## config.mk

```make
export PLATFORM = sky130hd
export DESIGN_NAME = char_stream_tokenizer
export DESIGN_NICKNAME = d
export VERILOG_FILES = /design/src/rtl/core/cst_pkg.sv /design/src/rtl/core/char_stream_tokenizer.sv
export SDC_FILE = /design/constraint.sdc
export NUM_CORES = 1
export LEC_CHECK = 0
export ABC_AREA = 1
export BUFFER_PORTS_ARGS = -buffer_cell sky130_fd_sc_hd__buf_2
export CORE_ASPECT_RATIO = 1.75
export CORE_MARGIN = 1.5
export CORE_UTILIZATION = 40
export DETAILED_ROUTE_END_ITERATION = 10
export GPL_TIMING_DRIVEN = 0
export PLACE_DENSITY = 0.65
export SLEW_MARGIN = 20
export SYNTH_ARGS = -nofsm -noshare
export SYNTH_HDL_FRONTEND = slang
export SYNTH_SLANG_ARGS = --single-unit
```

## constraint.sdc

```tcl
create_clock -name clk -period 8.7 [get_ports clk]
set_input_delay 2.61 -clock clk [delete_from_list [all_inputs] [get_ports clk]]
set_output_delay 2.61 -clock clk [all_outputs]
set_load 0.01 [all_outputs]
```

## src/rtl/core/cst_pkg.sv

```systemverilog
// Shared types, character codes and name tables for the character stream tokenizer.
package cst_pkg;

  typedef enum logic [1:0] {
    MODE_NORMAL = 2'd0,
    MODE_STRING = 2'd1,
    MODE_SPEC   = 2'd2
  } mode_t;

  typedef enum logic [1:0] {
    PEND_NONE  = 2'd0,
    PEND_COLON = 2'd1,
    PEND_MINUS = 2'd2
  } pend_t;

  typedef enum logic [4:0] {
    CL_IDENT   = 5'd0,
    CL_KEYWORD = 5'd1,
    CL_INTEGER = 5'd2,
    CL_TYPE    = 5'd3,
    CL_LPAREN  = 5'd4,
    CL_LBRACK  = 5'd5,
    CL_LBRACE  = 5'd6,
    CL_RPAREN  = 5'd7,
    CL_RBRACK  = 5'd8,
    CL_RBRACE  = 5'd9,
    CL_STAR    = 5'd10,
    CL_COMMA   = 5'd11,
    CL_COLON   = 5'd12,
    CL_DCOLON  = 5'd13,
    CL_ARROW   = 5'd14,
    CL_STRING  = 5'd15,
    CL_SPEC    = 5'd16
  } tok_class_t;

  // One result word held in the output buffer.
  typedef struct packed {
    logic       record;
    logic [7:0] text_byte;
    tok_class_t cls;
  } res_t;

  localparam logic [7:0] CH_NL     = 8'h0A;
  localparam logic [7:0] CH_CR     = 8'h0D;
  localparam logic [7:0] CH_SP     = 8'h20;
  localparam logic [7:0] CH_QUOTE  = 8'h22;
  localparam logic [7:0] CH_LPAREN = 8'h28;
  localparam logic [7:0] CH_RPAREN = 8'h29;
  localparam logic [7:0] CH_STAR   = 8'h2A;
  localparam logic [7:0] CH_COMMA  = 8'h2C;
  localparam logic [7:0] CH_MINUS  = 8'h2D;
  localparam logic [7:0] CH_COLON  = 8'h3A;
  localparam logic [7:0] CH_GT     = 8'h3E;
  localparam logic [7:0] CH_LBRACK = 8'h5B;
  localparam logic [7:0] CH_RBRACK = 8'h5D;
  localparam logic [7:0] CH_LBRACE = 8'h7B;
  localparam logic [7:0] CH_BAR    = 8'h7C;
  localparam logic [7:0] CH_RBRACE = 8'h7D;
  localparam logic [7:0] CH_ZERO   = 8'h30;
  localparam logic [7:0] CH_NINE   = 8'h39;

  // Keywords occupy the low KEY_CNT match bits, type names the rest.
  localparam int NAME_CNT  = 12;
  localparam int KEY_CNT   = 7;
  localparam int NAME_BITS = 21 * 8;

  localparam logic [NAME_BITS-1:0] NAME_STR [NAME_CNT] = '{
    "__begin", "__end", "__module", {"__env_", "begin"}, {"__env_", "end"},
    {"__define_sector_", "begin"}, {"__define_sector_", "end"},
    "Int", "UInt", "String", "Image", "Font"
  };
  localparam int NAME_LEN [NAME_CNT] = '{7, 5, 8, 11, 9, 21, 19, 3, 4, 6, 5, 4};

  // Byte at position pos of fixed name idx; zero past the end.
  function automatic logic [7:0] name_char(input int idx, input int pos);
    logic [NAME_BITS-1:0] s;
    s = NAME_STR[idx];
    if (pos < NAME_LEN[idx]) begin
      return s[(NAME_LEN[idx] - 1 - pos) * 8 +: 8];
    end
    return 8'h00;
  endfunction

  // Token class of a single-byte punctuation token.
  function automatic tok_class_t punct_class(input logic [7:0] c);
    tok_class_t r;
    r = CL_COMMA;
    case (c)
      CH_LPAREN: r = CL_LPAREN;
      CH_LBRACK: r = CL_LBRACK;
      CH_LBRACE: r = CL_LBRACE;
      CH_RPAREN: r = CL_RPAREN;
      CH_RBRACK: r = CL_RBRACK;
      CH_RBRACE: r = CL_RBRACE;
      CH_STAR:   r = CL_STAR;
      default:   r = CL_COMMA;
    endcase
    return r;
  endfunction

endpackage

```

## src/rtl/core/char_stream_tokenizer.sv

```systemverilog
// Top level of the character stream tokenizer: byte decode, word classing, result buffer.
//
//   channel | direction | handshake         | payload
//   --------+-----------+-------------------+-----------------------------------------------
//   in      | to block  | in_valid/in_stall | kind, ch
//   out     | from block| out_valid/out_stall| record, text_byte, token_class, line_no,
//           |           |                   | col_no, last
//
// An input word is registered, decoded, and its results (zero to three) are
// loaded into a three-slot output buffer that drains one word per cycle while out is not
// stalled. The next byte is decoded once the buffer is empty or its last word is being taken,
// so a byte with several results holds the input while the single output port drains them.
// Reset (rst, synchronous) clears the input register, the buffer and all tokenizer state.
// A stall on out holds the buffer head; the input register fills and then stalls in.
module char_stream_tokenizer #(
  parameter int WORD_MAX   = 128,
  parameter int STRING_MAX = 512,
  parameter int SPEC_MAX   = 64,
  parameter int POS_WIDTH  = 16
) (
  input  logic                  clk,
  input  logic                  rst,
  input  logic                  in_valid,
  output logic                  in_stall,
  input  logic                  kind,
  input  logic [7:0]            ch,
  output logic                  out_valid,
  input  logic                  out_stall,
  output logic                  record,
  output logic [7:0]            text_byte,
  output logic [4:0]            token_class,
  output logic [POS_WIDTH-1:0]  line_no,
  output logic [POS_WIDTH-1:0]  col_no,
  output logic                  last
);
  import cst_pkg::*;

  localparam int WL_W = $clog2(WORD_MAX);
  localparam int TL_W = $clog2((STRING_MAX > SPEC_MAX) ? STRING_MAX : SPEC_MAX);
  localparam logic [WL_W-1:0] WORD_LAST = WL_W'(WORD_MAX - 1);
  localparam logic [TL_W-1:0] STR_CAP   = TL_W'(STRING_MAX - 1);
  localparam logic [TL_W-1:0] SPEC_CAP  = TL_W'(SPEC_MAX - 1);
  localparam logic [POS_WIDTH-1:0] POS_TOP = '1;

  // Input register
  logic       in_full;
  logic       kind_q;
  logic [7:0] ch_q;

  // Tokenizer state
  logic [WL_W-1:0]      word_len;
  logic                 word_digits;
  logic [NAME_CNT-1:0]  word_match;
  mode_t                mode;
  pend_t                pending;
  logic [POS_WIDTH-1:0] line_count;
  logic [POS_WIDTH-1:0] col_count;
  logic [TL_W-1:0]      text_len;

  logic [WL_W-1:0]      word_len_next;
  logic                 word_digits_next;
  logic [NAME_CNT-1:0]  word_match_next;
  mode_t                mode_next;
  pend_t                pending_next;
  logic [POS_WIDTH-1:0] line_count_next;
  logic [POS_WIDTH-1:0] col_count_next;
  logic [TL_W-1:0]      text_len_next;

  // Output buffer: slot 0 is the head shown on the port
  res_t                 slot [3];
  logic [1:0]           rem;
  logic [POS_WIDTH-1:0] res_line;
  logic [POS_WIDTH-1:0] res_col;

  logic fire;
  logic in_take;
  logic out_take;

  // Decode flags
  logic       restart;
  logic       pend_en;
  tok_class_t pend_cls;
  logic       flush_req;
  logic       flush_en;
  logic       punct_en;
  tok_class_t punct_cls;
  logic       add_req;
  logic       add_en;
  logic       text_en;
  logic       newline;
  logic       tl_inc;
  logic       tl_clr;
  mode_t      mode_dec;
  pend_t      pend_dec;

  // Word classing
  logic [NAME_CNT-1:0] char_hit;
  logic [NAME_CNT-1:0] len_hit;
  logic                is_key;
  logic                is_type;
  tok_class_t          word_cls;

  res_t       entry [3];
  logic [1:0] entry_cnt;

  // Handshakes: process the registered byte once the buffer is empty or about to be
  assign out_take = out_valid && !out_stall;
  assign fire     = in_full && ((rem == 2'd0) || ((rem == 2'd1) && !out_stall));
  assign in_stall = in_full && !fire;
  assign in_take  = in_valid && !in_stall;

  // Per-name compares against the next word byte and the current length
  always_comb begin
    for (int i = 0; i < NAME_CNT; i++) begin
      char_hit[i] = (int'(word_len) < NAME_LEN[i]) && (name_char(i, int'(word_len)) == ch_q);
      len_hit[i]  = (int'(word_len) == NAME_LEN[i]);
    end
  end

  // Keyword beats integer beats type name
  assign is_key  = |(word_match[KEY_CNT-1:0] & len_hit[KEY_CNT-1:0]);
  assign is_type = |(word_match[NAME_CNT-1:KEY_CNT] & len_hit[NAME_CNT-1:KEY_CNT]);

  always_comb begin
    if (is_key) begin
      word_cls = CL_KEYWORD;
    end else if (word_digits) begin
      word_cls = CL_INTEGER;
    end else if (is_type) begin
      word_cls = CL_TYPE;
    end else begin
      word_cls = CL_IDENT;
    end
  end

  // Byte decode: which results this byte causes and where mode and pending go
  always_comb begin
    logic done;
    done      = 1'b0;
    restart   = 1'b0;
    pend_en   = 1'b0;
    pend_cls  = CL_COLON;
    flush_req = 1'b0;
    punct_en  = 1'b0;
    punct_cls = CL_COMMA;
    add_req   = 1'b0;
    newline   = 1'b0;
    tl_inc    = 1'b0;
    tl_clr    = 1'b0;
    mode_dec  = mode;
    pend_dec  = pending;
    if (kind_q) begin
      // End of input: close whatever is open, then return to reset values
      restart = 1'b1;
      if (mode == MODE_STRING) begin
        punct_en  = 1'b1;
        punct_cls = CL_STRING;
      end else if (mode == MODE_SPEC) begin
        punct_en  = 1'b1;
        punct_cls = CL_SPEC;
      end else begin
        pend_en   = (pending == PEND_COLON);
        flush_req = 1'b1;
      end
    end else if (mode != MODE_NORMAL) begin
      // Inside a string or spec every byte is content until the closer
      if (ch_q == ((mode == MODE_STRING) ? CH_QUOTE : CH_BAR)) begin
        punct_en  = 1'b1;
        punct_cls = (mode == MODE_STRING) ? CL_STRING : CL_SPEC;
        mode_dec  = MODE_NORMAL;
        tl_clr    = 1'b1;
      end else if (text_len < ((mode == MODE_STRING) ? STR_CAP : SPEC_CAP)) begin
        tl_inc = 1'b1;
      end
    end else begin
      pend_dec = PEND_NONE;
      if (pending == PEND_COLON) begin
        pend_en = 1'b1;
        if (ch_q == CH_COLON) begin
          pend_cls = CL_DCOLON;
          done     = 1'b1;
        end
      end else if ((pending == PEND_MINUS) && (ch_q == CH_GT)) begin
        flush_req = 1'b1;
        punct_en  = 1'b1;
        punct_cls = CL_ARROW;
        done      = 1'b1;
      end
      if (!done) begin
        case (ch_q) inside
          CH_CR: begin
          end
          CH_SP, CH_NL: begin
            flush_req = 1'b1;
            newline   = (ch_q == CH_NL);
          end
          CH_COLON: begin
            flush_req = 1'b1;
            pend_dec  = PEND_COLON;
          end
          CH_MINUS: begin
            pend_dec = PEND_MINUS;
          end
          CH_LPAREN, CH_LBRACK, CH_LBRACE, CH_RPAREN, CH_RBRACK, CH_RBRACE,
          CH_STAR, CH_COMMA: begin
            flush_req = 1'b1;
            punct_en  = 1'b1;
            punct_cls = punct_class(ch_q);
          end
          CH_QUOTE: begin
            flush_req = 1'b1;
            mode_dec  = MODE_STRING;
            tl_clr    = 1'b1;
          end
          CH_BAR: begin
            flush_req = 1'b1;
            mode_dec  = MODE_SPEC;
            tl_clr    = 1'b1;
          end
          default: begin
            add_req = 1'b1;
          end
        endcase
      end
    end
  end

  assign flush_en = flush_req && (word_len != '0);
  assign add_en   = add_req && (word_len < WORD_LAST);
  assign text_en  = add_en || tl_inc;

  // Next state
  always_comb begin
    word_len_next    = word_len;
    word_digits_next = word_digits;
    word_match_next  = word_match;
    mode_next        = mode_dec;
    pending_next     = pend_dec;
    line_count_next  = line_count;
    col_count_next   = col_count;
    text_len_next    = text_len;

    if (restart || flush_req) begin
      word_len_next    = '0;
      word_digits_next = 1'b1;
      word_match_next  = '1;
    end else if (add_en) begin
      word_len_next    = word_len + 1'b1;
      word_digits_next = word_digits && (ch_q >= CH_ZERO) && (ch_q <= CH_NINE);
      word_match_next  = word_match & char_hit;
    end

    if (restart || tl_clr) begin
      text_len_next = '0;
    end else if (tl_inc) begin
      text_len_next = text_len + 1'b1;
    end

    if (restart) begin
      mode_next       = MODE_NORMAL;
      pending_next    = PEND_NONE;
      line_count_next = '0;
      col_count_next  = '0;
    end else if (newline) begin
      if (line_count != POS_TOP) begin
        line_count_next = line_count + 1'b1;
      end
      col_count_next = '0;
    end else if (col_count != POS_TOP) begin
      col_count_next = col_count + 1'b1;
    end
  end

  // Result words in order: pending colon, flushed word, punctuation, text byte
  always_comb begin
    logic [2:0] n;
    n = 3'd0;
    for (int k = 0; k < 3; k++) begin
      entry[k] = '{record: 1'b0, text_byte: 8'h00, cls: CL_IDENT};
    end
    if (pend_en) begin
      entry[n[1:0]] = '{record: 1'b1, text_byte: 8'h00, cls: pend_cls};
      n = n + 3'd1;
    end
    if (flush_en && (n < 3'd3)) begin
      entry[n[1:0]] = '{record: 1'b1, text_byte: 8'h00, cls: word_cls};
      n = n + 3'd1;
    end
    if (punct_en && (n < 3'd3)) begin
      entry[n[1:0]] = '{record: 1'b1, text_byte: 8'h00, cls: punct_cls};
      n = n + 3'd1;
    end
    if (text_en && (n < 3'd3)) begin
      entry[n[1:0]] = '{record: 1'b0, text_byte: ch_q, cls: CL_IDENT};
      n = n + 3'd1;
    end
    entry_cnt = n[1:0];
  end

  // Input register: take a byte whenever the decoder is free this cycle
  always_ff @(posedge clk) begin
    if (rst) begin
      in_full <= 1'b0;
    end else if (in_take) begin
      in_full <= 1'b1;
    end else if (fire) begin
      in_full <= 1'b0;
    end
  end

  always_ff @(posedge clk) begin
    if (in_take) begin
      kind_q <= kind;
      ch_q   <= ch;
    end
  end

  // Tokenizer state advances only when a byte is processed
  always_ff @(posedge clk) begin
    if (rst) begin
      word_len    <= '0;
      word_digits <= 1'b1;
      word_match  <= '1;
      mode        <= MODE_NORMAL;
      pending     <= PEND_NONE;
      line_count  <= '0;
      col_count   <= '0;
      text_len    <= '0;
    end else if (fire) begin
      word_len    <= word_len_next;
      word_digits <= word_digits_next;
      word_match  <= word_match_next;
      mode        <= mode_next;
      pending     <= pending_next;
      line_count  <= line_count_next;
      col_count   <= col_count_next;
      text_len    <= text_len_next;
    end
  end

  // Output buffer: load on process, shift toward the head on each taken word
  always_ff @(posedge clk) begin
    if (rst) begin
      rem <= 2'd0;
    end else if (fire) begin
      rem <= entry_cnt;
    end else if (out_take) begin
      rem <= rem - 2'd1;
    end
  end

  always_ff @(posedge clk) begin
    if (fire) begin
      slot[0]  <= entry[0];
      slot[1]  <= entry[1];
      slot[2]  <= entry[2];
      res_line <= line_count;
      res_col  <= col_count;
    end else if (out_take) begin
      slot[0] <= slot[1];
      slot[1] <= slot[2];
    end
  end

  assign out_valid   = (rem != 2'd0);
  assign last        = (rem == 2'd1);
  assign record      = slot[0].record;
  assign text_byte   = slot[0].text_byte;
  assign token_class = slot[0].cls;
  assign line_no     = res_line;
  assign col_no      = res_col;

`ifndef SYNTHESIS
  a_pend_normal_only: assert property (@(posedge clk) disable iff (rst)
    (mode != MODE_NORMAL) |-> (pending == PEND_NONE))
    else $error("pending byte held outside normal mode");

  a_text_len_idle: assert property (@(posedge clk) disable iff (rst)
    (mode == MODE_NORMAL) |-> (text_len == '0))
    else $error("text length nonzero in normal mode");

  a_word_len_cap: assert property (@(posedge clk) disable iff (rst)
    word_len <= WORD_LAST)
    else $error("word length beyond cap");

  a_empty_word_reset: assert property (@(posedge clk) disable iff (rst)
    (word_len == '0) |-> (word_digits && (word_match == '1)))
    else $error("empty word with stale match state");

  a_drain_last: assert property (@(posedge clk) disable iff (rst)
    ((rem == 2'd1) && !out_stall && !fire) |=> (rem == 2'd0))
    else $error("last word taken but buffer not empty");
`endif

endmodule

```

## Word-level counts from Yosys, hierarchy flattened

Memory sizes are Yosys's and may differ from the RTL's.
Cells that the tools add are included.

- Shifts and indexed selects: 12
- Multipliers: 0
- Mux-type cells: 184
- Bitwise operators: 8
- Add/sub/neg operators: 18
- Equality and inequality tests: 55
- Divide/modulo/power cells: 0
- Reduce and logical (&&, ||, !) cells: 57
- $lt $le $gt $ge: 23

Operators with widths:

| cell | count |
|---|---|
| indexed part select 168 x 11 -> 8 bit, first input constant | 12 |
| 2-to-1 mux 8 bit | 24 |
| bitwise mux 42 bit | 3 |
| 2-to-1 mux 42 bit | 3 |
| == test 8 bit | 12 |
| 2-to-1 mux 16 bit | 6 |
| 2-to-1 mux 1 bit | 87 |
| demux 14 bit (select 2 bit) | 3 |
| 2-to-1 mux 14 bit | 6 |
| 2-to-1 mux 5 bit | 15 |
| == test 8 x 6 -> 1 bit, second input constant | 9 |
| 2-to-1 mux 2 bit | 24 |
| == test 8 x 7 -> 1 bit, second input constant | 5 |
| adder 16 x 1 -> 16 bit, second input constant | 2 |
| != test 16 bit, second input constant | 2 |
| subtractor 3 x 7 -> 8 bit, first input constant | 4 |
| == test 7 x 4 -> 1 bit, second input constant | 4 |
| logical AND 1 bit | 28 |
| less-than comparator 7 x 3 -> 1 bit, second input constant | 4 |
| one-hot mux 4 bit (7 select lines) | 1 |
| 2-to-1 mux 9 bit | 3 |
| 2-to-1 mux 12 bit | 2 |
| == test 7 x 5 -> 1 bit, second input constant | 3 |
| less-than comparator 7 x 4 -> 1 bit, second input constant | 3 |
| 48 further kinds | 92 |

- Memories: 1
- ROM bits: 0
- Word-level logic and storage cells: 372
- Input bits: 13
- Bits in registers: 109
- Memory bits (writable): 42
- Latch bits: 0

Memory list:

| memory | words | bits a word | rd ports | clocked after memory_dff | write ports | RTL line | RTL |
|---|---|---|---|---|---|---|---|
| slot | 3 | 14 | 3 | 0 | 3 | char_stream_tokenizer.sv:70 | `res_t slot [3];` |

## Depth between registers and ports, before layout

- Word-level depth: 28
- Gate-level depth with buffers: 26

## Worst setup path before layout

No wires, ideal clock.

- Path kind: input -> output
- Start: in out_stall
- End: out in_stall
- Stages on the path: 4
- Path slack: 3.132 ns
- Arrival: 2.958 ns
- Path through: inv_1 > a21oi_1 > nand2_1 > inv_1

- Word-level cells in the longest chain between the ends: 6

RTL lines:

| item | RTL line | RTL |
|---|---|---|
| start, declared | char_stream_tokenizer.sv:28 | `input logic out_stall,` |
| logical NOT 1 bit | char_stream_tokenizer.sv:108 | `assign fire = in_full && ((rem == 2'd0) \|\| ((rem == 2'd1) && !out_stall));` |
| logical AND 1 bit | char_stream_tokenizer.sv:108 |  |
| logical OR 1 bit | char_stream_tokenizer.sv:108 |  |
| logical AND 1 bit | char_stream_tokenizer.sv:108 |  |
| logical NOT 1 bit | char_stream_tokenizer.sv:109 | `assign in_stall = in_full && !fire;` |
| logical AND 1 bit | char_stream_tokenizer.sv:109 |  |
| end, declared | char_stream_tokenizer.sv:24 | `output logic in_stall,` |

Every way passes these cells.

## Worst setup path in the final report

Same ends and word-level chain as after synthesis.

==> flow_summary.yaml <==
yosys:
  seq_area_frac_synth: 0.364
  synth_edf_count: 83
  async_reset_ff_frac: 0
  mappedNetlistArea_sq_um: 10600
  post_synth_inst_count: 1502
  synthesis.yosys.warnings: 0
  synthesis.area_per_instance_sq_um: 7.04
  postSynth.topFlopCell: "sky130_fd_sc_hd__edfxtp_1"
  synth.ff_latch_count: 151
  synth.distinct_cells: 59
  synth.net_count: 1551
pwr:
  pwr-share-clk: 0.202
  comb_power_share: 0.525
  internal_power_uw: 1990
  sequentialPowerShare: 0.273
  peakVddDrop_uv: 167
  reported_leakage_power_uw: 0.00533
  switchingPower_uw: 1690
  pwr_density_cell_nw_per_um2: 310
  power_switching_share: 0.460
critical_path:
  cell_count_of_the_worst_reg_to_reg_path: 15
  cp.required_ps: 6090
  crit_path_max_fanout: 3
  worst-r2r-setup-slack_ps: 4470
  critical_path.reg2reg.endpoint: "word_match[6]"
  worst_r2r_startpoint: "word_len[1]"
  critical-path-slowest-cell: "sky130_fd_sc_hd__a21oi_1"
  critical_path_arrival_ps: 3260
  worst-setup-path-type: "input port to output port"
  path_cells: "buf_2 > inv_1 > a21oi_1 > nand2_1 > inv_1 > buf_2"
  cp-end-kind: "output port"
  timing.critical_path.from_type: "input port"
  cp_slowest_stage_delay_ps: 180
drt:
  route.detailed.wl_per_inst_um: 19.0
  routed_via_density: 5.49
  antenna_left: 0
  drt_first_pass_iters: 5
  vias: 10500
  drt_iter0_markers: 812
  remaining_drcs: 0
  finalWirelength_um: 36500
timing:
  clock-skew-final_ps: 7.83
  final_max_slew_viol_count: 0
  final_period_minus_worst_setup_slack_ps: 5870
  setup_viol: 0
  worst-slew-pin-transition_ps: 971
  finalCritPeriodShare: 0.675
  rsz0062_at_grt: "false"
  worst_slew_margin_rel: 0.349
  max_fclk_ghz: 0.170
  setup-tns-final_ps: 0
  report.final.hold_viol_count: 0
finish:
  share_of_final_layout_standard_cells_stronger_than_drive_strength_1: 0.132
  design.final.nets: 1631
  diodes: 0
  synthToLayoutAreaGrowth_pct: 12.3
  layout.core_utilization: 0.458
  most_common_cell_after_layout_fill_and_taps_aside: "sky130_fd_sc_hd__nand2_1"
  final_cell_mix: "sky130_fd_sc_hd__nand2_1 (418), sky130_fd_sc_hd__nor2_1 (144), sky130_fd_sc_hd__inv_1 (138), sky130_fd_sc_hd__nand3_1 (132), sky130_fd_sc_hd__o21ai_0 (87)"
floorplanning:
  initial_utilization: 0.407
  dieWidth_um: 126
  ios: 62
  die_area_sq_um: 27500
  floorplan.core_area_sq_um: 26000
  die_h_um: 218
  placement_rows: 78
clock_tree:
  cts_root_buffer: "sky130_fd_sc_hd__clkbuf_16"
  cts_made_buffers: 17
  cts_hold_repair.buffers: 0
  sinks_on_the_clock_net: 151
  cts-htree-levels: 4
  clock_tree.buffer_depth: 2
  cts_tree: "built"
  clock_transition_at_path_regs_ps: 60
  cts.repair_timing.setup_buffer_count: 0
  clk-insertion-delay-late_ps: 430
  cts_repair_resize_count: 0
global_routing:
  initial_antenna_violation_count: 0
  grt_first_pass_wirelength_um: 56300
  globalRouteTotalUtil: 0.271
  pin_count_of_the_biggest_net_entering_global_routing: 56
  grt_pass1_vias: 10500
  grt_remaining_overflow: 0
hold_path:
  hold_path_class: "register to register"
  timing.hold.worst_endpoint: "col_no[15]"
  min_path_cells: 0
  worst_hold_startpoint: "col_count[15]"
placement:
  detailedPlacementHpwl_um: 27600
  port_bufs: 61
  gp_congestion: 0.967
run:
  maxCapViolations: 0
status:
  status: "finished clean"
## final cells by class
class / count / area, sq um
inverters: 167 / 628
multi-input cells: 1127 / 5740
flip-flops and latches: 151 / 3850
repair buffers: 61 / 305
clock buffers: 19 / 454
well taps: 320 / 400
fillers: 2670 / 14100
plain buffers: 57 / 353
clock inverters: 13 / 143
## sequential cells by signal, indices dropped and copies added (netlist names)
register / count
slot: 42
col_count: 16
col_no: 16
line_count: 16
line_no: 16
word_match: 12
text_len: 9
ch_q: 8
word_len: 7
mode: 2
pending: 2
rem: 2
in_full: 1
kind_q: 1
word_digits: 1
## how the worst max path moves through the flow
stage              start       end  slack, ps
2_1_floorplan  out_stall  in_stall       3130
3_3_place_gp   out_stall  in_stall       2840
3_5_place_dp   out_stall  in_stall       2830
4_1_cts        out_stall  in_stall       2830
5_1_grt        out_stall  in_stall       2760
6_report       out_stall  in_stall       2830
## power groups by stage
stage | combinational (uW) | clock (uW) | sequential, uW
6_report | 1930 | 743 | 1010
5_1_grt | 2160 | 780 | 1020
4_1_cts | 1910 | 756 | 1010
3_5_place_dp | 1900 | 0 | 1020
3_3_place_gp | 1880 | 0 | 1020
2_1_floorplan | 1370 | 0 | 1020
## metrics by stage
| step | hold slack (ps) | std cells | area [sq um] | worst slack [ps] | total power, uW |
|---|---|---|---|---|---|
| 2_1_floorplan | 408 | 1502 | 10600 | 3130 | 2390 |
| 3_3_place_gp | 421 | 1883 | 11300 | 2840 | 2900 |
| 3_5_place_dp | 425 | 1883 | 11300 | 2830 | 2920 |
| 4_1_cts | 440 | 1915 | 11900 | 2830 | 3670 |
| 5_1_grt | 455 | 1915 | 11900 | 2760 | 3960 |
| 6_report | 439 | 1915 | 11900 | 2830 | 3680 |
## worst max-delay path: cells and delay by family
kind	cells	cell delay (ps)
AO/OA/AOI/OAI	1	180
buffers and inverters	4	350
AND/OR/NAND/NOR	1	120
## layer usage
layer	up-vias	share of wire	track usage
li1	5148	-	-
met1	4851	0.34	0.256
met2	382	0.53	0.518
met3	134	0.046	0.0394
met4	0	0.081	0.208
met5	-	0	0
## kinds of logic after synthesis
kind of cell    count (synthesis)  synth area share
fa+ha+maj                      36            0.0433
xor+xnor                       24            0.0199
flops                         151             0.364
buf+inv                       224            0.0925
simple gates                  827             0.350
compound gates                240             0.129
## cells in the mapped netlist, types with 4 or more instances
master	count	area, sq um
sky130_fd_sc_hd__nand4_1	35	219
sky130_fd_sc_hd__o21a_1	4	30.0
sky130_fd_sc_hd__a211oi_1	7	52.6
sky130_fd_sc_hd__a31oi_1	7	43.8
sky130_fd_sc_hd__clkbuf_1	14	52.6
sky130_fd_sc_hd__nand2_1	418	1570
sky130_fd_sc_hd__o22ai_1	4	25.0
sky130_fd_sc_hd__nor2_2	9	56.3
sky130_fd_sc_hd__dfxtp_1	68	1360
sky130_fd_sc_hd__o21ai_0	87	435
sky130_fd_sc_hd__buf_6	5	56.3
sky130_fd_sc_hd__nand3_1	132	661
sky130_fd_sc_hd__xor2_1	24	210
sky130_fd_sc_hd__o211ai_1	12	90.1
sky130_fd_sc_hd__nor2_1	144	541
sky130_fd_sc_hd__nor2_4	5	56.3
sky130_fd_sc_hd__o21ai_1	19	95.1
sky130_fd_sc_hd__nor3b_1	8	60.1
sky130_fd_sc_hd__clkinv_1	5	18.8
sky130_fd_sc_hd__nor3_2	5	50.1
sky130_fd_sc_hd__inv_1	139	522
sky130_fd_sc_hd__nand2_4	4	45.0
sky130_fd_sc_hd__nor3_1	25	125
sky130_fd_sc_hd__edfxtp_1	83	2490
sky130_fd_sc_hd__a21oi_1	78	390
sky130_fd_sc_hd__nand2_2	16	100
sky130_fd_sc_hd__ha_1	35	438
sky130_fd_sc_hd__buf_2	13	65.1
sky130_fd_sc_hd__buf_4	22	165
sky130_fd_sc_hd__nand3b_1	8	60.1
sky130_fd_sc_hd__inv_2	22	82.6
Note: power is estimated with default switching activity, not from simulation.
